==> src/rtl/caldst_pkg.sv <==
// shared types, codes and calendar functions for the calendar day counter
// no dependencies
`default_nettype none

package caldst_pkg;

  typedef logic [11:0] year_t;
  typedef logic [3:0]  month_t;
  typedef logic [4:0]  day_t;
  typedef logic [2:0]  weekday_t;
  typedef logic [4:0]  hour_t;

  typedef enum logic [1:0] {
    CLASS_STD    = 2'd0,
    CLASS_SPRING = 2'd1,
    CLASS_DST    = 2'd2,
    CLASS_FALL   = 2'd3
  } day_class_e;

  typedef enum logic [1:0] {
    ANS_PST     = 2'd0,
    ANS_PDT     = 2'd1,
    ANS_NEITHER = 2'd2,
    ANS_BOTH    = 2'd3
  } zone_e;

  localparam year_t    RESET_YEAR    = 12'd2007;
  localparam month_t   RESET_MONTH   = 4'd1;
  localparam day_t     RESET_DAY     = 5'd1;
  localparam weekday_t RESET_WEEKDAY = 3'd1;

  localparam month_t   MONTH_FEB = 4'd2;
  localparam month_t   MONTH_MAR = 4'd3;
  localparam month_t   MONTH_APR = 4'd4;
  localparam month_t   MONTH_JUN = 4'd6;
  localparam month_t   MONTH_SEP = 4'd9;
  localparam month_t   MONTH_NOV = 4'd11;
  localparam month_t   MONTH_DEC = 4'd12;
  localparam weekday_t SUNDAY    = 3'd7;

  // multiplicative inverse of 25 mod 2^12 and the divisibility bound
  localparam logic [11:0] INV25     = 12'd3113;
  localparam logic [11:0] DIV25_MAX = 12'd163;

  typedef struct packed {
    year_t      year;
    month_t     month;
    day_t       day;
    weekday_t   weekday;
    logic       season;
    day_class_e today_class;
  } cal_state_t;

  function automatic logic leap_year(input year_t y);
    logic [23:0] prod;
    logic        div25;
    prod  = {12'd0, y} * {12'd0, INV25};
    div25 = (prod[11:0] <= DIV25_MAX);
    return (y[1:0] == 2'd0) && (!div25 || (y[3:0] == 4'd0));
  endfunction

  function automatic day_t month_len(input month_t m, input logic leap);
    day_t len;
    case (m)
      MONTH_FEB: len = leap ? 5'd29 : 5'd28;
      MONTH_APR, MONTH_JUN, MONTH_SEP, MONTH_NOV: len = 5'd30;
      default: len = 5'd31;
    endcase
    return len;
  endfunction

endpackage

`default_nettype wire

==> src/rtl/caldst_if.sv <==
// valid/ready channel interfaces for the calendar day counter
// depends on caldst_pkg
`default_nettype none

interface caldst_in_if;
  logic                 valid;
  logic                 ready;
  logic                 kind;
  caldst_pkg::hour_t    hour;

  modport source (output valid, output kind, output hour, input ready);
  modport sink (input valid, input kind, input hour, output ready);
endinterface

interface caldst_out_if;
  logic                 valid;
  logic                 ready;
  caldst_pkg::year_t    cur_year;
  caldst_pkg::month_t   cur_month;
  caldst_pkg::day_t     cur_day;
  caldst_pkg::weekday_t cur_weekday;
  logic [1:0]           day_class;
  logic [1:0]           zone_answer;

  modport source (
    output valid, output cur_year, output cur_month, output cur_day,
    output cur_weekday, output day_class, output zone_answer, input ready
  );
  modport sink (
    input valid, input cur_year, input cur_month, input cur_day,
    input cur_weekday, input day_class, input zone_answer, output ready
  );
endinterface

`default_nettype wire

==> src/rtl/caldst_calc.sv <==
// next-day and hour classification logic for one item
// depends on caldst_pkg
`default_nettype none

module caldst_calc (
  input  caldst_pkg::cal_state_t state_i,
  input  logic                   kind_i,
  input  caldst_pkg::hour_t      hour_i,
  output caldst_pkg::cal_state_t state_o,
  output caldst_pkg::zone_e      answer_o
);

  caldst_pkg::cal_state_t adv;
  caldst_pkg::day_t       day_inc;
  caldst_pkg::day_t       len;
  logic [3:0]             wk_sum;
  logic [4:0]             mon_sum;
  logic                   roll;
  logic                   spring;
  logic                   fall;

  always_comb begin
    adv     = state_i;
    day_inc = state_i.day + 5'd1;
    wk_sum  = {1'b0, state_i.weekday} + 4'd1;
    mon_sum = {1'b0, state_i.month} + 5'd1;
    len     = caldst_pkg::month_len(state_i.month, caldst_pkg::leap_year(state_i.year));
    roll    = (day_inc > len) || (day_inc == 5'd0);

    adv.day     = day_inc;
    adv.weekday = (wk_sum > 4'd7) ? 3'd1 : wk_sum[2:0];
    if (roll) begin
      adv.day = 5'd1;
      if (mon_sum > {1'b0, caldst_pkg::MONTH_DEC}) begin
        adv.month = 4'd1;
        adv.year  = state_i.year + 12'd1;
      end else begin
        adv.month = mon_sum[3:0];
      end
    end

    spring = (adv.month == caldst_pkg::MONTH_MAR) && (adv.weekday == caldst_pkg::SUNDAY)
             && (adv.day >= 5'd8) && (adv.day <= 5'd14);
    fall   = (adv.month == caldst_pkg::MONTH_NOV) && (adv.weekday == caldst_pkg::SUNDAY)
             && (adv.day <= 5'd7);

    if (spring) begin
      adv.season      = 1'b1;
      adv.today_class = caldst_pkg::CLASS_SPRING;
    end else if (fall) begin
      adv.season      = 1'b0;
      adv.today_class = caldst_pkg::CLASS_FALL;
    end else begin
      adv.today_class = state_i.season ? caldst_pkg::CLASS_DST : caldst_pkg::CLASS_STD;
    end
  end

  always_comb begin
    state_o  = kind_i ? state_i : adv;
    answer_o = caldst_pkg::ANS_PST;
    if (kind_i) begin
      case (state_i.today_class)
        caldst_pkg::CLASS_SPRING: begin
          if (hour_i < 5'd2) begin
            answer_o = caldst_pkg::ANS_PST;
          end else if (hour_i >= 5'd3) begin
            answer_o = caldst_pkg::ANS_PDT;
          end else begin
            answer_o = caldst_pkg::ANS_NEITHER;
          end
        end
        caldst_pkg::CLASS_DST: answer_o = caldst_pkg::ANS_PDT;
        caldst_pkg::CLASS_FALL: begin
          if (hour_i < 5'd1) begin
            answer_o = caldst_pkg::ANS_PDT;
          end else if (hour_i >= 5'd2) begin
            answer_o = caldst_pkg::ANS_PST;
          end else begin
            answer_o = caldst_pkg::ANS_BOTH;
          end
        end
        default: answer_o = caldst_pkg::ANS_PST;
      endcase
    end
  end

endmodule

`default_nettype wire

==> src/rtl/calendar_day_counter_with_dst_top.sv <==
// calendar day counter with us pacific daylight classification, top level
// depends on caldst_pkg, caldst_if and caldst_calc
//
// in_ch carries items: kind 0 advances the date by one day, kind 1 asks
// how an hour of the current day maps to pst, pdt, neither or both.
// out_ch returns exactly one item per input item: the date and weekday
// after the item, the class of that day and, for a query, the zone answer.
// an item accepted at an edge shows on out_ch after that edge.
// throughput is one item per cycle while out_ch is ready; the date
// registers and the result register both update at the accepting edge, so
// the next-day logic sits between the state registers and themselves.
// in_ch.ready is high while the result register is empty or being taken,
// so a stalled receiver holds the result and stops input until it drains.
// reset sets the date to 2007-01-01, a monday, in the standard season,
// and empties the result register.

`default_nettype none

module calendar_day_counter_with_dst_top (
  input  logic              clk_i,
  input  logic              rst_ni,
  caldst_in_if.sink         in_ch,
  caldst_out_if.source      out_ch
);

  caldst_pkg::cal_state_t state_q;
  caldst_pkg::cal_state_t state_d;
  caldst_pkg::zone_e      answer;
  caldst_pkg::cal_state_t res_q;
  caldst_pkg::zone_e      res_answer_q;
  logic                   out_valid_q;
  logic                   accept;

  assign in_ch.ready = !out_valid_q || out_ch.ready;
  assign accept      = in_ch.valid && in_ch.ready;

  caldst_calc u_calc (
    .state_i  (state_q),
    .kind_i   (in_ch.kind),
    .hour_i   (in_ch.hour),
    .state_o  (state_d),
    .answer_o (answer)
  );

  always_ff @(posedge clk_i or negedge rst_ni) begin
    if (!rst_ni) begin
      state_q.year        <= caldst_pkg::RESET_YEAR;
      state_q.month       <= caldst_pkg::RESET_MONTH;
      state_q.day         <= caldst_pkg::RESET_DAY;
      state_q.weekday     <= caldst_pkg::RESET_WEEKDAY;
      state_q.season      <= 1'b0;
      state_q.today_class <= caldst_pkg::CLASS_STD;
      out_valid_q         <= 1'b0;
    end else begin
      if (accept) begin
        state_q <= state_d;
      end
      out_valid_q <= accept || (out_valid_q && !out_ch.ready);
    end
  end

  always_ff @(posedge clk_i) begin
    if (accept) begin
      res_q        <= state_d;
      res_answer_q <= answer;
    end
  end

  assign out_ch.valid       = out_valid_q;
  assign out_ch.cur_year    = res_q.year;
  assign out_ch.cur_month   = res_q.month;
  assign out_ch.cur_day     = res_q.day;
  assign out_ch.cur_weekday = res_q.weekday;
  assign out_ch.day_class   = res_q.today_class;
  assign out_ch.zone_answer = res_answer_q;

endmodule

`default_nettype wire

==> src/flat_wrapper.sv <==
// flat-port wrapper written by rule: the top's interface ports become plain ports
module calendar_day_counter_with_dst_top_flat 
  (clk_i, rst_ni, in_ch_valid, in_ch_kind, in_ch_hour, in_ch_ready, out_ch_valid, out_ch_cur_year, out_ch_cur_month, out_ch_cur_day, out_ch_cur_weekday, out_ch_day_class, out_ch_zone_answer, out_ch_ready);
  caldst_in_if in_ch_i ();
  caldst_out_if out_ch_i ();
  input  logic clk_i;
  input  logic rst_ni;
  input wire logic [$bits(in_ch_i.valid)-1:0] in_ch_valid;
  input wire logic [$bits(in_ch_i.kind)-1:0] in_ch_kind;
  input wire logic [$bits(in_ch_i.hour)-1:0] in_ch_hour;
  output wire logic [$bits(in_ch_i.ready)-1:0] in_ch_ready;
  output wire logic [$bits(out_ch_i.valid)-1:0] out_ch_valid;
  output wire logic [$bits(out_ch_i.cur_year)-1:0] out_ch_cur_year;
  output wire logic [$bits(out_ch_i.cur_month)-1:0] out_ch_cur_month;
  output wire logic [$bits(out_ch_i.cur_day)-1:0] out_ch_cur_day;
  output wire logic [$bits(out_ch_i.cur_weekday)-1:0] out_ch_cur_weekday;
  output wire logic [$bits(out_ch_i.day_class)-1:0] out_ch_day_class;
  output wire logic [$bits(out_ch_i.zone_answer)-1:0] out_ch_zone_answer;
  input wire logic [$bits(out_ch_i.ready)-1:0] out_ch_ready;
  assign in_ch_i.valid = in_ch_valid;
  assign in_ch_i.kind = in_ch_kind;
  assign in_ch_i.hour = in_ch_hour;
  assign in_ch_ready = in_ch_i.ready;
  assign out_ch_valid = out_ch_i.valid;
  assign out_ch_cur_year = out_ch_i.cur_year;
  assign out_ch_cur_month = out_ch_i.cur_month;
  assign out_ch_cur_day = out_ch_i.cur_day;
  assign out_ch_cur_weekday = out_ch_i.cur_weekday;
  assign out_ch_day_class = out_ch_i.day_class;
  assign out_ch_zone_answer = out_ch_i.zone_answer;
  assign out_ch_i.ready = out_ch_ready;
  calendar_day_counter_with_dst_top u_core (.clk_i(clk_i), .rst_ni(rst_ni), .in_ch(in_ch_i), .out_ch(out_ch_i));
endmodule
==> config.mk <==
export PLATFORM = sky130hd
export DESIGN_NAME = calendar_day_counter_with_dst_top_flat
export DESIGN_NICKNAME = d
export VERILOG_FILES = /design/src/rtl/caldst_pkg.sv /design/src/rtl/caldst_if.sv /design/src/rtl/caldst_calc.sv /design/src/rtl/calendar_day_counter_with_dst_top.sv /design/src/flat_wrapper.sv
export SDC_FILE = /design/constraint.sdc
export NUM_CORES = 1
export LEC_CHECK = 0
export ABC_CLOCK_PERIOD_IN_PS = 7000
export BUFFER_PORTS_ARGS = -buffer_cell sky130_fd_sc_hd__buf_4
export CAP_MARGIN = 20
export CORE_MARGIN = 2
export CORE_UTILIZATION = 60
export DETAILED_ROUTE_END_ITERATION = 10
export GPL_ROUTABILITY_DRIVEN = 0
export PLACE_DENSITY = 0.81
export SLEW_MARGIN = 20
export SYNTH_ARGS = -nofsm -noshare
export SYNTH_HDL_FRONTEND = slang
export SYNTH_SLANG_ARGS = --single-unit
export TNS_END_PERCENT = 20
==> constraint.sdc <==
create_clock -name clk_i -period 7 [get_ports clk_i]
set_input_delay 1.75 -clock clk_i [delete_from_list [all_inputs] [get_ports clk_i]]
set_output_delay 1.75 -clock clk_i [all_outputs]
set_load 0.02 [all_outputs]
==> results.py <==
metrics = {
    "outcome": {
        "status": "complete, no violations",
    },
    "worst_setup_path": {
        "end_kind": "register",
        "critPathSlowestCell": "dfstp_2",
        "crit_buf_inv": 2,
        "crit_path_start_kind": "register",
        "critPathTopFamily": "compound AO/OA/AOI/OAI gates",
        "critPathKind": "register to register",
        "worstPathCellList": "ha_1 > inv_1 > fa_1 > inv_1 > ha_1 > fa_1 > a21o_1 > a21oi_1 > xnor2_1 > nor3_1 > nand4_1 > a41o_1 > ha_1 > nand2b_1 > a221o_1 > o31ai_4 > o211ai_2 > nor3_1 > xnor2_1",
        "worst_ep_arrival_time_ns": 5.61,
        "path_max_fanout": 23,
        "cp_common_cell": "ha_1",
        "critPathMaxStageDelay_ns": 0.67,
        "cp.required_ns": 7.07,
    },
    "routing": {
        "viasPerCell": 5.841,
        "num_vias": 2868,
        "firstDrtPassIters": 4,
        "routed_wl_microns": 7583,
        "ant_nets": 0,
        "drc": 0,
        "drt_iter0_drc": 176,
        "wl_per_cell_microns": 15.44,
    },
    "clock_network": {
        "clk_pin_slew_ns": 0.10,
        "h-tree-depth": 2,
        "cts_root_buffer": "clkbuf_8",
        "cts_sinks": 56,
        "cts_tree": "yes",
        "cts_setup_buffers": 0,
        "ctsHoldBuffers": 0,
        "cts_buffers": 5,
        "clockBufferDepth": 2,
        "clk_latency_ns": 0.31,
        "cts_resized": 0,
    },
    "layout": {
        "area_growth_pct": 11.19,
        "diodes": 0,
        "final_cells": 491,
        "nets": 464,
        "layout_common_cells": "buf_4 (40), inv_1 (36), ha_1 (35)",
        "final_core_util_pct": 67.90,
        "drive_gt1_share_pct": 17.87,
        "final_common_cell": "buf_4",
    },
    "timing": {
        "tightest_slew_ns": 1.078,
        "hold_violations": 0,
        "finClkSkew_ns": 0.006715,
        "fin_setup_tns_ns": 0,
        "post-route-min-period_ns": 5.541,
        "slew_headroom_pct": 27.95,
        "maxSlewViolCount": 0,
        "rsz0062_at_grt": "false",
        "fmax_mhz": 180.5,
        "period_share_pct": 79.15,
        "finalSetupViolCount": 0,
    },
    "power": {
        "power.density_nw_per_um2": 215.0,
        "p_int_uw": 579.4,
        "power_switching_share_pct": 36.42,
        "pwr-share-clk_pct": 20.1,
        "p_switching_uw": 331.8,
        "pwr-share-seq_pct": 49.7,
        "p_leak_uw": 0.001761,
        "ir_drop_v": 0.0001369,
        "p_comb_share_pct": 30.2,
    },
    "floorplanning": {
        "core.rowCount": 29,
        "die_y_microns": 83.70,
        "die_w_microns": 83.70,
        "core_sq_um": 6241,
        "start_util_pct": 61.07,
        "die_area_sq_um": 7006,
        "io_pins": 40,
    },
    "global_routing": {
        "grt_start_max_net_pins": 32,
        "grt_pass1_vias": 2735,
        "grt-ovfl-total": 0,
        "grt_antenna_before_repair": 0,
        "grt_usage_pct": 22.74,
        "grt_pass1_wl_microns": 12920,
    },
    "logic_synthesis": {
        "synthArstFlopShare_pct": 50.00,
        "ys_types": 51,
        "synth_area_sq_um": 3811,
        "ys_seq_area_share_pct": 40.84,
        "synth_edf_count": 28,
        "syn-num-nets": 432,
        "yosysWarningCount": 0,
        "netlist_instances": 381,
        "synth.avg_cell_area_sq_um": 10.00,
        "ys_seq_elements": 56,
        "ys.flop_type": "edfxtp_1",
    },
    "min_path": {
        "hold_path.class": "register to register",
    },
    "place": {
        "dp_hpwl_microns": 5598,
        "dp_cells": 483,
        "io_buffers": 39,
    },
    "flow_run": {
        "cap_violations": 0,
    },
}
-- synthesized netlist by cell type, drive strengths merged, types with 2 or more instances --
library cell / instances / area share (%)
mux2: 5 / 1.5
nor4: 10 / 2.5
buf: 3 / 0.39
dfrtp: 16 / 11
a21o: 2 / 0.39
fa: 6 / 3.2
xnor2: 25 / 5.7
ha: 35 / 11
nor3: 14 / 1.8
nor3b: 3 / 0.59
a221o: 2 / 0.53
o21bai: 2 / 0.39
a21oi: 15 / 2.0
nand2: 27 / 2.7
o211ai: 2 / 0.53
a211o: 2 / 0.46
o31ai: 5 / 1.3
inv: 36 / 3.5
clkbuf: 12 / 1.2
or3: 2 / 0.33
dfstp: 12 / 8.3
nand2b: 9 / 1.5
xor2: 14 / 3.2
nand4: 4 / 0.66
nand3: 15 / 2.0
edfxtp: 28 / 22
nor2: 19 / 1.9
o21ai: 33 / 4.3
a221oi: 2 / 0.46
mux2i: 3 / 0.79
-- path summary, 6_finish.rpt --
check,slack (ns),cells past startpoint,from,end
max,1.46,19,u_core.state_q[15],u_core.out_ch.cur_year[7]
min,0.53,1,u_core.state_q[3],u_core.state_q[3]
max reg2reg,1.46,19,u_core.state_q[15],u_core.out_ch.cur_year[7]
min reg2reg,0.53,1,u_core.state_q[3],u_core.state_q[3]
max in group asynchronous,5.33,1,rst_ni,u_core.state_q[15]
min in group asynchronous,1.34,1,rst_ni,u_core.state_q[10]
-- power by group through the flow --
stage                     clock (uW)  sequential (uW)  combinational (uW)
after floorplan                    0              450                 199
after global placement             0              455                 265
after detailed placement           0              458                 274
after CTS                        185              452                 274
after global routing             194              461                 313
final                            183              453                 275
-- metal layers --
layer	vias up	GRT usage [%]	wire length, microns
met5	-	0	0
met4	0	5.279	70
met3	6	3.066	465
met2	96	36.00	3537
met1	1348	33.51	3510
li1	1418	-	-
-- worst register-to-register path, delay by kind of cell, from the launching register on --
kind | cells | cell delay [ns]
compound gates | 6 | 1.90
fa+ha+maj | 5 | 1.60
flops | 1 | 0.67
simple gates | 4 | 0.85
xor+xnor | 2 | 0.19
buf+inv | 2 | 0.09
-- stage by stage --
| step | power, uW | instance area (sq um) | hold WS (ns) | worst slack, ns |
|---|---|---|---|---|
| 3_5_place_dp | 732.1 | 4148 | 0.5027 | 1.493 |
| 3_3_place_gp | 720.2 | 4148 | 0.5052 | 1.601 |
| 4_1_cts | 911.1 | 4238 | 0.5251 | 1.476 |
| 5_1_grt | 967.7 | 4238 | 0.5325 | 1.058 |
| 2_1_floorplan | 648.4 | 3811 | 0.4780 | 2.065 |
| 6_report | 911.2 | 4238 | 0.5262 | 1.459 |
-- area by class of cell --
type | count | area (sq um)
clock buffer | 5 | 68.82
clock inverter | 3 | 21.27
fill | 480 | 2003
inverter | 36 | 135.1
multi-input combinational | 274 | 2059
sequential | 56 | 1556
tap | 77 | 96.34
timing repair buffer | 40 | 300.3
-- state kept, by name (all words and copies together) (netlist names) --
signal	count
u_core.out_ch.cur_day	5
u_core.out_ch.cur_month	4
u_core.out_ch.cur_weekday	3
u_core.out_ch.cur_year	12
u_core.out_ch.day_class	2
u_core.out_ch.valid	1
u_core.out_ch.zone_answer	2
u_core.state_q	27
-- logic make-up (layout without fill, tap and decap cells) --
group | after synthesis | after routing | share of synthesized area, %
multiplexers | 8 | 8 | 2.265
flip-flops | 56 | 56 | 40.84
buffers and inverters | 51 | 84 | 5.121
AND/OR/NAND/NOR | 108 | 108 | 14.74
AO/OA/AOI/OAI | 78 | 78 | 13.43
adder cells (fa/ha/maj) | 41 | 41 | 14.64
XOR/XNOR | 39 | 39 | 8.963
Note: power is estimated with default switching activity, not from simulation.
